**config.mk**
```make
export PLATFORM = sky130hd
export DESIGN_NAME = cue_sheet_track_parser
export DESIGN_NICKNAME = d
export VERILOG_FILES = /design/src/rtl/cstp_pkg.sv /design/src/rtl/cstp_dp.sv /design/src/rtl/cstp_ctrl.sv /design/src/rtl/cue_sheet_track_parser.sv
export SDC_FILE = /design/constraint.sdc
export NUM_CORES = 1
export LEC_CHECK = 0
export BUFFER_PORTS_ARGS = -buffer_cell sky130_fd_sc_hd__buf_2
export CORE_MARGIN = 5
export CORE_UTILIZATION = 67
export DETAILED_ROUTE_END_ITERATION = 8
export PLACE_DENSITY = 0.89
export SETUP_SLACK_MARGIN = 0.15
export SLEW_MARGIN = 20
export SYNTH_ARGS = -nofsm -noshare
export SYNTH_HDL_FRONTEND = slang
export SYNTH_HIERARCHICAL = 1
export SYNTH_SLANG_ARGS = --single-unit
```
**constraint.sdc**
```tcl
create_clock -name i_clk -period 13.2 [get_ports i_clk]
set_input_delay 0 -clock i_clk [delete_from_list [all_inputs] [get_ports i_clk]]
set_output_delay 0 -clock i_clk [all_outputs]
set_load 0.1 [all_outputs]
```
**src/rtl/cstp_pkg.sv**
```systemverilog
// Shared types and constants of the cue sheet track parser.
// Used by cstp_ctrl, cstp_dp and cue_sheet_track_parser.
package cstp_pkg;

    localparam int MaxTracks = 99;

    typedef enum logic [1:0] {
        KIND_TRACK = 2'd0,
        KIND_START = 2'd1,
        KIND_END   = 2'd2
    } t_kind;

    typedef enum logic [1:0] {
        TYPE_NONE  = 2'd0,
        TYPE_MODE1 = 2'd1,
        TYPE_MODE2 = 2'd2,
        TYPE_AUDIO = 2'd3
    } t_ttype;

    localparam logic [0:0] CFG_RAW   = 1'b0;
    localparam logic [0:0] CFG_AUDIO = 1'b1;

    // Record request from the controller to the datapath.
    typedef struct packed {
        logic   valid;
        t_kind  kind;
        logic [6:0] slot;
        logic [6:0] number;
        t_ttype ttype;
        logic [23:0] tf;
        logic [6:0] seen;
    } t_rec_cmd;

    // Status from the datapath back to the controller.
    typedef struct packed {
        logic busy;
    } t_dp_stat;

endpackage

```
**src/rtl/cstp_dp.sv**
```systemverilog
// Datapath: sector size registers, frame address math and output queue.
// Depends on cstp_pkg.
module cstp_dp
    import cstp_pkg::*;
(
    input  logic        i_clk,
    input  logic        i_rst_n,
    input  logic        i_cfg_we,
    input  logic [0:0]  i_cfg_index,
    input  logic [11:0] i_cfg_data,
    input  t_rec_cmd    i_cmd,
    output t_dp_stat    o_stat,
    output logic        o_valid,
    input  logic        i_stall,
    output logic [1:0]  o_record_kind,
    output logic [6:0]  o_track_slot,
    output logic [6:0]  o_track_number,
    output logic [1:0]  o_track_type,
    output logic [11:0] o_sector_bytes,
    output logic [7:0]  o_start_minutes,
    output logic [7:0]  o_start_seconds,
    output logic [7:0]  o_start_frames,
    output logic [31:0] o_start_address,
    output logic [6:0]  o_tracks_seen,
    output logic        o_final_record
);
    logic [11:0] r_raw, r_audio;
    // Queue of two pending records plus the address math stages.
    t_rec_cmd r_q [2];
    logic [1:0] r_cnt;
    logic r_s1, r_s2;
    logic [13:0] r_ms;
    logic [31:0] r_addr;
    logic pop, push;
    t_rec_cmd head;

    assign head = r_q[0];
    assign pop = o_valid && !i_stall;
    assign push = i_cmd.valid;
    assign o_stat.busy = (r_cnt != 2'd0);

    always_ff @(posedge i_clk) begin
        if (!i_rst_n) begin
            r_raw <= 12'd2352;
            r_audio <= 12'd2352;
            r_cnt <= 2'd0;
            r_s1 <= 1'b0;
            r_s2 <= 1'b0;
        end else begin
            if (i_cfg_we) begin
                if (i_cfg_index == CFG_RAW) r_raw <= i_cfg_data;
                else r_audio <= i_cfg_data;
            end
            // Address pipeline: minutes*60+seconds, then *75+frames-150.
            r_s1 <= (r_cnt != 2'd0) && !r_s1 && !r_s2;
            r_s2 <= r_s1 || (r_s2 && !pop);
            if (r_cnt != 2'd0 && !r_s1 && !r_s2) begin
                r_ms <= 14'(head.tf[7:0]) * 14'd60 + 14'(head.tf[15:8]);
            end
            if (r_s1) begin
                r_addr <= 32'(r_ms) * 32'd75 + 32'(head.tf[23:16]) - 32'd150;
            end
            if (pop) begin
                r_q[0] <= (push && r_cnt == 2'd1) ? i_cmd : r_q[1];
                if (push && r_cnt == 2'd2) r_q[1] <= i_cmd;
            end else if (push) begin
                if (r_cnt == 2'd0) r_q[0] <= i_cmd;
                else r_q[1] <= i_cmd;
            end
            r_cnt <= r_cnt + 2'(push) - 2'(pop);
        end
    end

    assign o_valid = r_s2;
    assign o_record_kind = head.kind;
    assign o_track_slot = head.slot;
    assign o_track_number = head.number;
    assign o_track_type = head.ttype;
    always_comb begin
        unique case (head.ttype)
            TYPE_MODE1, TYPE_MODE2: o_sector_bytes = r_raw;
            TYPE_AUDIO:             o_sector_bytes = r_audio;
            default:                o_sector_bytes = 12'd0;
        endcase
    end
    assign o_start_minutes = head.tf[7:0];
    assign o_start_seconds = head.tf[15:8];
    assign o_start_frames = head.tf[23:16];
    assign o_start_address = (head.kind == KIND_START) ? r_addr : 32'd0;
    assign o_tracks_seen = head.seen;
    assign o_final_record = (head.kind == KIND_END);
endmodule

```
**src/rtl/cstp_ctrl.sv**
```systemverilog
// Controller: per-byte line parser state machine that issues records.
// Depends on cstp_pkg.
module cstp_ctrl
    import cstp_pkg::*;
(
    input  logic       i_clk,
    input  logic       i_rst_n,
    input  logic       i_valid,
    output logic       o_stall,
    input  logic [7:0] i_text_byte,
    input  logic       i_end_of_text,
    input  t_dp_stat   i_stat,
    output t_rec_cmd   o_cmd
);
    typedef enum logic [3:0] {
        PH_START, PH_KEY, PH_SKIP, PH_TNUM_BL, PH_TNUM, PH_TTAIL, PH_TTYPE_BL,
        PH_TTYPE, PH_TDONE, PH_INUM_BL, PH_INUM, PH_ITAIL, PH_TSTART,
        PH_TFIELD, PH_IDONE
    } t_phase;

    t_phase r_ph, n_ph;
    logic [2:0] r_pos, n_pos, r_cand, n_cand;
    logic [7:0] r_acc, n_acc;
    logic [23:0] r_tf, n_tf;
    logic [1:0] r_tfi, n_tfi;
    logic [6:0] r_pnum, n_pnum, r_total, n_total, r_lnum, n_lnum;
    t_ttype r_ptype, n_ptype, r_ltype, n_ltype;
    logic r_acc_line, n_acc_line;
    t_rec_cmd n_cmd, n_end;
    logic [1:0] r_hold;
    logic take;
    logic [7:0] c;

    function automatic logic [7:0] key_ch(input logic [0:0] w, input logic [2:0] p);
        logic [39:0] s;
        s = w ? "INDEX" : "TRACK";
        return (p < 3'd5) ? s[8*(3'd4-p) +: 8] : 8'd0;
    endfunction
    function automatic logic [7:0] typ_ch(input logic [1:0] w, input logic [2:0] p);
        logic [39:0] s;
        s = (w == 2'd0) ? "MODE1" : (w == 2'd1) ? "MODE2" : "AUDIO";
        return (p < 3'd5) ? s[8*(3'd4-p) +: 8] : 8'd0;
    endfunction
    function automatic logic [7:0] sat(input logic [7:0] a, input logic [7:0] d);
        logic [11:0] v;
        v = 12'(a) * 12'd10 + 12'(d - 8'h30);
        return (v > 12'd255) ? 8'd255 : v[7:0];
    endfunction

    // A byte is held off while a hold runs or the record queue drains.
    assign o_stall = i_stat.busy || (r_hold != 2'd0);
    assign take = i_valid && !o_stall;
    assign c = i_text_byte;

    always_comb begin
        logic blank, digit, last;
        logic [2:0] keep, cand, pos;
        logic [6:0] tot;
        t_phase ph;
        logic [6:0] lnum;
        t_ttype ltype;
        logic acc_line;
        logic [6:0] pnum;
        blank = (c == 8'h20) || (c == 8'h09);
        digit = (c >= 8'h30) && (c <= 8'h39);
        last = i_end_of_text;
        n_ph = r_ph; n_pos = r_pos; n_cand = r_cand; n_acc = r_acc; n_tf = r_tf;
        n_tfi = r_tfi; n_pnum = r_pnum; n_ptype = r_ptype; n_acc_line = r_acc_line;
        n_total = r_total; n_lnum = r_lnum; n_ltype = r_ltype;
        n_cmd = '0;
        keep = 3'd0; cand = r_cand; pos = r_pos;
        ph = r_ph; acc_line = r_acc_line; pnum = r_pnum;
        tot = r_total; lnum = r_lnum; ltype = r_ltype;
        if (c != 8'h0A) begin
            unique case (r_ph)
                PH_START, PH_KEY: begin
                    if (r_ph == PH_START) begin
                        pos = 3'd0;
                        cand = {1'b0, r_total != 7'd0, 1'b1};
                    end
                    if (!(r_ph == PH_START && (blank || c == 8'h0D))) begin
                        for (int i = 0; i < 2; i++)
                            if (cand[i] && pos < 3'd5 && key_ch(1'(i), pos) == c)
                                keep[i] = 1'b1;
                        n_cand = keep;
                        n_pos = pos + 3'd1;
                        n_ph = PH_KEY;
                        if (keep == 3'd0) n_ph = PH_SKIP;
                        else if (pos == 3'd4) begin
                            n_acc = 8'd0;
                            n_ph = keep[0] ? PH_TNUM_BL : PH_INUM_BL;
                        end
                    end
                end
                PH_TNUM_BL, PH_INUM_BL: begin
                    if (!blank) begin
                        if (digit) begin
                            n_acc = c - 8'h30;
                            n_ph = (r_ph == PH_TNUM_BL) ? PH_TNUM : PH_INUM;
                        end else n_ph = PH_SKIP;
                    end
                end
                PH_TNUM: begin
                    if (digit) n_acc = sat(r_acc, c);
                    else if (r_acc >= 8'd1 && r_acc <= 8'd99) begin
                        n_pnum = r_acc[6:0]; n_ptype = TYPE_NONE; n_acc_line = 1'b1;
                        n_ph = blank ? PH_TTYPE_BL : (c == 8'h0D ? PH_TDONE : PH_TTAIL);
                    end else n_ph = PH_SKIP;
                end
                PH_TTAIL: begin
                    if (blank) n_ph = PH_TTYPE_BL;
                    else if (c == 8'h0D) n_ph = PH_TDONE;
                end
                PH_TTYPE_BL, PH_TTYPE: begin
                    if (r_ph == PH_TTYPE_BL) begin pos = 3'd0; cand = 3'd7; end
                    if (!(r_ph == PH_TTYPE_BL && blank)) begin
                        for (int i = 0; i < 3; i++)
                            if (cand[i] && pos < 3'd5 && typ_ch(2'(i), pos) == c)
                                keep[i] = 1'b1;
                        n_cand = keep; n_pos = pos + 3'd1; n_ph = PH_TTYPE;
                        if (keep == 3'd0) n_ph = PH_TDONE;
                        else if (pos == 3'd4) begin
                            n_ptype = keep[0] ? TYPE_MODE1 : keep[1] ? TYPE_MODE2 : TYPE_AUDIO;
                            n_ph = PH_TDONE;
                        end
                    end
                end
                PH_INUM: begin
                    if (digit) n_acc = sat(r_acc, c);
                    else if (r_acc != 8'd1) n_ph = PH_SKIP;
                    else begin
                        n_acc_line = 1'b1; n_tf = 24'd0; n_tfi = 2'd0;
                        n_ph = blank ? PH_TSTART : PH_ITAIL;
                    end
                end
                PH_ITAIL: if (blank) n_ph = PH_TSTART;
                PH_TSTART: begin
                    if (!blank) begin
                        if (digit) begin
                            n_acc = c - 8'h30;
                            n_tf[8*r_tfi +: 8] = c - 8'h30;
                            n_ph = PH_TFIELD;
                        end else n_ph = PH_IDONE;
                    end
                end
                PH_TFIELD: begin
                    if (digit) begin
                        n_acc = sat(r_acc, c);
                        n_tf[8*r_tfi +: 8] = sat(r_acc, c);
                    end else if (c == 8'h3A && r_tfi < 2'd2) begin
                        n_tfi = r_tfi + 2'd1; n_ph = PH_TSTART;
                    end else n_ph = PH_IDONE;
                end
                default: ;
            endcase
        end
        // Line end: on a line feed, or on the last byte.
        if (c == 8'h0A || last) begin
            ph = (c == 8'h0A) ? r_ph : n_ph;
            acc_line = (c == 8'h0A) ? r_acc_line : n_acc_line;
            pnum = (c == 8'h0A) ? r_pnum : n_pnum;
            if (ph == PH_TNUM && r_acc >= 8'd1 && r_acc <= 8'd99 && c == 8'h0A) begin
                acc_line = 1'b1; pnum = r_acc[6:0];
                n_ptype = TYPE_NONE;
            end
            if (ph == PH_TNUM && c != 8'h0A && n_acc >= 8'd1 && n_acc <= 8'd99) begin
                acc_line = 1'b1; pnum = n_acc[6:0]; n_ptype = TYPE_NONE;
            end
            if (ph == PH_INUM && ((c == 8'h0A) ? r_acc : n_acc) == 8'd1) acc_line = 1'b1;
            tot = r_total; lnum = r_lnum; ltype = r_ltype;
            if (acc_line && ph >= PH_TNUM && ph <= PH_TDONE) begin
                if (r_total < 7'(MaxTracks)) begin
                    lnum = pnum;
                    ltype = (c == 8'h0A) ? r_ptype : n_ptype;
                    tot = r_total + 7'd1;
                    n_cmd.valid = 1'b1; n_cmd.kind = KIND_TRACK; n_cmd.slot = r_total;
                    n_cmd.number = lnum; n_cmd.ttype = ltype; n_cmd.seen = tot;
                end
            end else if (acc_line && ph >= PH_INUM && ph <= PH_IDONE && r_total != 7'd0) begin
                n_cmd.valid = 1'b1; n_cmd.kind = KIND_START; n_cmd.slot = r_total - 7'd1;
                n_cmd.number = r_lnum; n_cmd.ttype = r_ltype;
                n_cmd.tf = (c == 8'h0A) ? r_tf : n_tf;
                n_cmd.seen = r_total;
            end
            n_total = tot; n_lnum = lnum; n_ltype = ltype;
            n_ph = PH_START; n_pos = 3'd0; n_cand = 3'd7; n_acc = 8'd0; n_tf = 24'd0;
            n_tfi = 2'd0; n_pnum = 7'd0; n_ptype = TYPE_NONE; n_acc_line = 1'b0;
        end
        n_end = '0;
        n_end.valid = 1'b1;
        n_end.kind = KIND_END;
        n_end.seen = n_total;
    end

    t_rec_cmd r_end;
    logic r_end_pend;
    always_ff @(posedge i_clk) begin
        if (!i_rst_n) begin
            r_ph <= PH_START; r_pos <= 3'd0; r_cand <= 3'd7; r_acc <= 8'd0;
            r_tf <= 24'd0; r_tfi <= 2'd0; r_pnum <= 7'd0; r_ptype <= TYPE_NONE;
            r_acc_line <= 1'b0; r_total <= 7'd0; r_lnum <= 7'd0; r_ltype <= TYPE_NONE;
            r_hold <= 2'd0; r_end_pend <= 1'b0;
            o_cmd <= '0;
        end else begin
            // The end record follows in the cycle after the line's own record.
            r_end_pend <= take && i_end_of_text;
            if (take) o_cmd <= n_cmd;
            else if (r_end_pend) o_cmd <= r_end;
            else o_cmd <= '0;
            if (take && (n_cmd.valid || i_end_of_text)) r_hold <= 2'd2;
            else if (r_hold != 2'd0) r_hold <= r_hold - 2'd1;
            if (take) begin
                r_ph <= n_ph; r_pos <= n_pos; r_cand <= n_cand; r_acc <= n_acc;
                r_tf <= n_tf; r_tfi <= n_tfi; r_pnum <= n_pnum; r_ptype <= n_ptype;
                r_acc_line <= n_acc_line;
                r_total <= i_end_of_text ? 7'd0 : n_total;
                r_lnum <= i_end_of_text ? 7'd0 : n_lnum;
                r_ltype <= i_end_of_text ? TYPE_NONE : n_ltype;
            end
            if (take && i_end_of_text) r_end <= n_end;
        end
    end

    assert property (@(posedge i_clk) disable iff (!i_rst_n)
        o_cmd.valid |-> o_cmd.kind != KIND_TRACK || o_cmd.slot < 7'(MaxTracks))
        else $error("track slot beyond capacity");
    assert property (@(posedge i_clk) disable iff (!i_rst_n)
        r_total <= 7'(MaxTracks)) else $error("track count overflow");
    assert property (@(posedge i_clk) disable iff (!i_rst_n)
        take && i_end_of_text |=> r_end_pend && o_stall)
        else $error("end record not queued");
endmodule

```
**src/rtl/cue_sheet_track_parser.sv**
```systemverilog
// Top level of the cue sheet track parser: controller plus datapath.
// Depends on cstp_pkg, cstp_ctrl and cstp_dp.
//
//  channel  | handshake              | payload
//  text in  | i_valid / o_stall      | i_text_byte, i_end_of_text
//  records  | o_valid / i_stall      | o_record_kind .. o_final_record
//  config   | i_cfg_we               | i_cfg_index, i_cfg_data
//
// A byte that ends no line emits no record. A byte that emits a record
// passes through issue, queue, two address stages (multiply by 60, then by 75)
// and the handover, and so does the end record of a last byte. Reset is
// synchronous and active low; sector sizes return to 2352. Output stall holds
// the record and, through the queue, the input.
module cue_sheet_track_parser
    import cstp_pkg::*;
(
    input  logic        i_clk,
    input  logic        i_rst_n,
    input  logic        i_cfg_we,
    input  logic [0:0]  i_cfg_index,
    input  logic [11:0] i_cfg_data,
    input  logic        i_valid,
    output logic        o_stall,
    input  logic [7:0]  i_text_byte,
    input  logic        i_end_of_text,
    output logic        o_valid,
    input  logic        i_stall,
    output logic [1:0]  o_record_kind,
    output logic [6:0]  o_track_slot,
    output logic [6:0]  o_track_number,
    output logic [1:0]  o_track_type,
    output logic [11:0] o_sector_bytes,
    output logic [7:0]  o_start_minutes,
    output logic [7:0]  o_start_seconds,
    output logic [7:0]  o_start_frames,
    output logic [31:0] o_start_address,
    output logic [6:0]  o_tracks_seen,
    output logic        o_final_record
);
    t_rec_cmd cmd;
    t_dp_stat stat;

    cstp_ctrl u_ctrl (
        .i_clk, .i_rst_n, .i_valid, .o_stall, .i_text_byte, .i_end_of_text,
        .i_stat(stat), .o_cmd(cmd)
    );
    cstp_dp u_dp (
        .i_clk, .i_rst_n, .i_cfg_we, .i_cfg_index, .i_cfg_data,
        .i_cmd(cmd), .o_stat(stat), .o_valid, .i_stall,
        .o_record_kind, .o_track_slot, .o_track_number, .o_track_type,
        .o_sector_bytes, .o_start_minutes, .o_start_seconds, .o_start_frames,
        .o_start_address, .o_tracks_seen, .o_final_record
    );
endmodule

```
# Yosys cells after proc, flatten, opt, wreduce, memory -nomap -nowiden
# Memories as Yosys holds them, arrays and structs flattened.
# Index checks and enable logic that the tools add are counted.
[op_classes]
n_eq_ne = 41
add_sub_neg = 17
order_cmp = 15
reduce_logical = 76
mul = 3
n_shift = 8
muxes = 182
bitwise_logic = 4
[op_table]
columns = ["op", "n"]
rows = [
  ["50-bit two-way mux", 7],
  ["24-bit two-way mux", 9],
  ["40-bit by 33-bit variable part select with 8-bit output, first input constant", 5],
  ["7-bit two-way mux", 18],
  ["8-bit two-way mux", 15],
  ["4-bit two-way mux", 24],
  ["24-bit case mux with 3 select lines", 1],
  ["8-bit by 34-bit variable part select with 24-bit output", 2],
  ["2-bit two-way mux", 28],
  ["3-bit two-way mux", 18],
  ["1-bit two-way mux", 49],
  ["24-bit bitwise mux", 2],
  ["8-bit equality test", 5],
  ["19-bit two-way mux", 2],
  ["1-bit logical AND", 36],
  ["4-bit case mux with 9 select lines", 1],
  ["5-bit negation with 34-bit output", 1],
  ["8-bit by 34-bit variable shift with 24-bit output, first input constant", 1],
  ["32-bit two-way mux", 1],
  ["32-bit by 8-bit subtractor with 32-bit output, second input constant", 1],
  ["4-bit equality test, second input constant", 6],
  ["8-bit by 4-bit equality test with 1-bit output, second input constant", 3],
  ["12-bit case mux with 2 select lines", 1],
  ["8-bit case mux with 3 select lines", 1],
  ["58 further kinds", 109],
]
[word_totals]
regBits = 204
memories = 1
ram_bits = 100
out_inout_bits = 96
wordCells = 377
input_bits = 27
[mem_list]
columns = ["memory", "words", "width", "read_ports", "rd_ports_with_merged_regs", "wr", "line", "source"]
rows = [
  ["u_dp.r_q", 2, 50, 2, 0, 2, "cstp_dp.sv:29", "t_rec_cmd r_q [2];"],
]

# Longest topological paths before layout
[depth]
word_depth = 37
depth_mapped = 23
mapped_depth_nobuf = 21

# Hierarchy
# Netlist, hierarchy kept.
[modules_own_cells]
columns = ["mod", "instances", "area_each_um2", "cells_per_inst", "seq_area_each_um2"]
rows = [
  ["cstp_dp", 1, 10171.0, 860, 4614.4],
  ["cstp_ctrl", 1, 9297.7, 1173, 2672.6],
]

# Worst setup path after synthesis
# No wires, ideal clock.
[synth_timing]
path_type = "reg-to-reg"
from = "reg u_ctrl.r_acc[1]"
to = "reg u_ctrl/o_cmd[46] (netlist bit)"
arrival_ns = 5.218
period_less_slack_ns = 5.340
setup_slack_ns = 7.860
path_buffers = 1
path_stages_with_launch = 21
required_time_ns = 13.078
setup_time_ns = 0.122
path_cell_list = "dfxtp_1 ha_1 ha_1 fa_1 a21o_1 a21oi_1 o21bai_1 a21oi_1 xnor2_1 ha_1 a21oi_1 nor4_1 nor4_2 o21ai_0 a2111oi_4 a2111oi_1 a211oi_4 o311a_1 buf_6 and3_1 a221o_1"
[synth_via]
elab_chain_cells = 22
word_cells_on_any_way = 60
cone_classes = "add/sub: 1; mul: 1; order compare: 9; eq/ne: 4; mux: 32; reduce/logical: 13"
[synth_rtl]
columns = ["item", "line", "source"]
rows = [
  ["start, declared", "cstp_ctrl.sv:23", "logic [7:0] r_acc, n_acc;"],
  ["start signal, assigned", "cstp_ctrl.sv:213", "r_ph <= n_ph; r_pos <= n_pos; r_cand <= n_cand; r_acc <= n_acc;"],
  ["branches (longest 19 deep; another with 12-bit adder)", "--", ""],
  ["19-bit two-way mux (*)", "cstp_ctrl.sv:171", "if (acc_line && ph >= PH_TNUM && ph <= PH_TDONE) begin"],
  ["50-bit two-way mux (*)", "cstp_ctrl.sv:158", "if (c == 8'h0A || last) begin"],
  ["50-bit two-way mux (*)", "cstp_ctrl.sv:207", "if (take) o_cmd <= n_cmd;"],
  ["end signal, assigned", "cstp_ctrl.sv:207", ""],
  ["end signal, assigned", "cstp_ctrl.sv:208", "else if (r_end_pend) o_cmd <= r_end;"],
  ["end, declared", "cstp_ctrl.sv:13", "output t_rec_cmd o_cmd"],
]
# Mark *: on every way between the ends. The select of a mux whose other input is x is not followed.
# A chain may end at the register's enable or synchronous reset.

# Worst setup path in the final report
[layout_timing]
from = "reg u_ctrl.r_acc[3]"
to = "reg u_ctrl/o_cmd[46] (netlist bit)"
# The elaborated chain is that of the path after synthesis.

==> metrics <==
status finished, violations left; failing checks DRC; CP max stage delay between 0.8 and 0.9 ns; clock sink count ~300; WP data required 13.66 ns; post-synthesis cell type count roughly 100; # resized after CTS 0; postcts setup bufs 0; Comb pwr share 0.176; H-tree levels 1; hold depth 4; Max-Slew Margin vs Limit 0.202; Final HPWL DP roughly 37000 µm; Final Wtd Congestion 0.969; PD cells ~110 mW/mm²; share of layout cells above drive strength 1 0.137; total power ~2.2 mW; Worst R2R Start u_ctrl/r_acc[3]; Pre-antenna DRT Iters 9; wire per inst 21.3 µm; Max VDD drop 101 µV; Iteration-0 DRC Markers slightly below 2000; DRC 1; Critical Path Start u_ctrl/r_acc[3]; Synth Net Count approximately 2200; leakage power about 8.6 nW; final wirelength roughly 53000 µm; clock root buffer clkbuf_16; setup TNS 0 ns; core area about 0.029 mm²; Clock Latency Late Sink 0.58 ns; Clk pwr share 0.382; FP Rows 62; Psw 0.630 mW; CTS Buffer Depth 3; GRT Overall Usage 0.312; commonest non-fill, non-tap cell in the layout inv_1; Synth Flop Type dfxtp_1; post-synthesis cell count slightly above 2000; PortBufs between 100 and 150; min-delay src i_cfg_we; crit path max fanout 45; initial antenna violation count 2; largest net degree at the start of global routing 50; Period minus WS final a little under 7 ns; ANT cells 0; Hold Path End u_dp/r_raw[9]; Post-synth EDFFs between 100 and 150; Synth async-reset ratio 0; die area around 0.033 mm²; #FFs+latches synth between 200 and 300; switching share of power 0.283; Reg clk slew, reported paths approximately 0.06 ns; Worst Max-Slew Pin Slew approximately 1.2 ns; Post-Syn Area per Cell 9.58 µm²; Initial Utilization 0.678; nets@finish 2284; Setup violations, final 0; Worst R2R End u_ctrl/o_cmd[46]; met1 usage 0.375; Worst Setup Path Type reg2reg; vias 16315; worst path arrival time 7.26 ns; final hold violation count 0; slowest CP cell o21ai_0; die height roughly 180 µm; Ports between 100 and 150; highest-count cells in the layout ignoring fill and taps inv_1, nand2_1, dfxtp_1; Fill cells between 1500 and 2000; mean number of vias per cell between 6 and 7; Ys Warns 6; Max Fclk 147 MHz; DRT antenna net count 0; area grow syn2layout 8.34%; unrepaired setup endpoints after global routing false; Max Transition Viols Final 0; M2 GR Usage 0.558; Seq/Total Area, Yosys 0.374; CP cell instances ha_1 -> ha_1 -> fa_1 -> a21o_1 -> a21oi_1 -> o21bai_1 -> a21oi_1 -> xnor2_1 -> ha_1 -> a21oi_1 -> nor4_1 -> nor4_2 -> o21ai_0 -> a2111oi_4 -> a2111oi_1 -> a211oi_4 -> o311a_1 -> buf_4 -> and3_1 -> a221o_1; sequential share of power 0.442; critical path endpoint category register; Fin Hold WS between 0.06 and 0.07 ns; met3 Use GR 0.0503; synthesized cell area just under 0.02 mm²; vias in the first global route approximately 16000; type of the worst min-delay path in2reg; Setup crit start kind register; die span in x around 180 µm; CTS Buf Count 30; first-pass GRT wire length ~85000 µm; flop-to-flop setup slack roughly 6.4 ns; Worst Skew around 0.022 ns; fin crit share 0.515; Int Pwr between 1.5 and 2 mW; CTS tree built; cells on worst reg2reg path 20; GRT overflow 0; gr busiest metal met2; max-cap violations 0
==> stage by stage <==
step                 util  worst slack, ns  cell area (µm²)  std cells
floorplan               -             7.86            19500       2033
global placement    0.692             6.45            19900       2404
detailed placement  0.692             6.22            19900       2404
CTS                 0.735             6.18            21100       2480
global route        0.735             5.84            21100       2480
finish              0.735             6.40            21100       2480
==> critical path, delay by kind of cell (launching register included) <==
family,cells,cell delay [ns]
adders and majority gates,4,1.35
and+or+nand+nor,3,0.91
buffers and inverters,1,0.27
AOI/OAI and AO/OA,11,3.48
DFF,1,0.55
xor gates and xnor gates,1,0.11
==> layout make-up <==
class | instances | area [µm²] | area share
multi-input cells | 1422 | 10800 | 0.510
flip-flops and latches | 293 | 7290 | 0.345
repair buffers | 155 | 908 | 0.0431
clock buffers | 44 | 895 | 0.0424
inverters | 170 | 638 | 0.0303
well taps | 384 | 480 | 0.0228
clock inverters | 12 | 119 | 0.00564
==> power by group through the flow <==
stage | sequential (mW) | combinational, mW | clock [mW]
floorplan | 0.995 | 0.293 | 0
global placement | 1.00 | 0.356 | 0
detailed placement | 1.00 | 0.371 | 0
CTS | 0.982 | 0.381 | 0.861
global route | 0.984 | 0.423 | 0.901
finish | 0.983 | 0.391 | 0.851
==> how the worst max path moves through the flow <==
stage | end | slack [ns] | cells after the start
floorplan | u_ctrl/o_cmd[46] | 7.86 | 20
global placement | u_ctrl/r_lnum[6] | 6.45 | 16
detailed placement | u_ctrl/r_lnum[6] | 6.22 | 16
CTS | u_ctrl/r_lnum[6] | 6.18 | 16
global route | u_ctrl/r_lnum[6] | 5.84 | 17
finish | u_ctrl/o_cmd[46] | 6.40 | 20
==> repair_timing <==
action / in CTS / in global routing
hold endpoints to repair: 40 / 0
hold buffers: 20 / 0
setup endpoints to repair: 0 / 0
==> routing by layer <==
metal	vias up	part of all wire
met4	4	0.048
met5	-	0.00040
met1	7759	0.37
li1	7386	-
met2	945	0.50
met3	221	0.083
==> cells by family after synthesis <==
logic type,Yosys count,share of synthesized area
adder cells (fa/ha/maj),185,0.140
XOR/XNOR,55,0.0247
AO/OA/AOI/OAI,524,0.193
AND/OR/NAND/NOR,590,0.154
multiplexers,68,0.0383
flip-flops,293,0.374
buffers and inverters,318,0.0754
==> cell usage after synthesis, types with 5 or more instances <==
cell,count,area share
inv_1,167,0.032
nand2_1,161,0.031
dfxtp_1,151,0.16
edfxtp_1,142,0.22
ha_1,129,0.083
nor2_1,125,0.024
a21oi_1,109,0.028
o21ai_0,73,0.019
a22o_1,71,0.032
clkbuf_1,63,0.012
and2_1,62,0.020
buf_4,61,0.024
fa_1,56,0.058
mux2_2,52,0.030
nor3_1,51,0.013
a22oi_1,42,0.016
nand3_1,39,0.010
xnor2_1,34,0.015
o22ai_1,33,0.011
nor2b_1,29,0.0093
a21o_1,22,0.0085
xor2_1,21,0.0094
and3_1,20,0.0064
buf_2,19,0.0049
mux2i_1,16,0.0082
a211oi_1,14,0.0054
o211ai_1,14,0.0054
a31oi_1,13,0.0042
nor4_1,13,0.0042
or3_1,13,0.0042
nand2b_1,11,0.0035
o21ai_1,11,0.0028
o31ai_1,11,0.0042
or2_2,10,0.0032
o21bai_1,8,0.0031
a32o_1,7,0.0036
nand4_1,7,0.0022
o2111ai_1,7,0.0031
o21a_1,7,0.0027
a221o_1,6,0.0031
a221oi_1,5,0.0022
nand3b_1,5,0.0019
==> sequential cells by signal (all words and copies together) (netlist names), 2 cells and up <==
name            cells
u_ctrl/o_cmd       50
u_ctrl/r_acc        8
u_ctrl/r_cand       3
u_ctrl/r_end        7
u_ctrl/r_hold       2
u_ctrl/r_lnum       7
u_ctrl/r_ltype      2
u_ctrl/r_ph         4
u_ctrl/r_pnum       7
u_ctrl/r_pos        3
u_ctrl/r_ptype      2
u_ctrl/r_tf        24
u_ctrl/r_tfi        2
u_ctrl/r_total      7
u_dp/r_addr        23
u_dp/r_audio       12
u_dp/r_cnt          2
u_dp/r_ms          14
u_dp/r_q           98
u_dp/r_raw         12
Power figures use the tool's default switching activity.
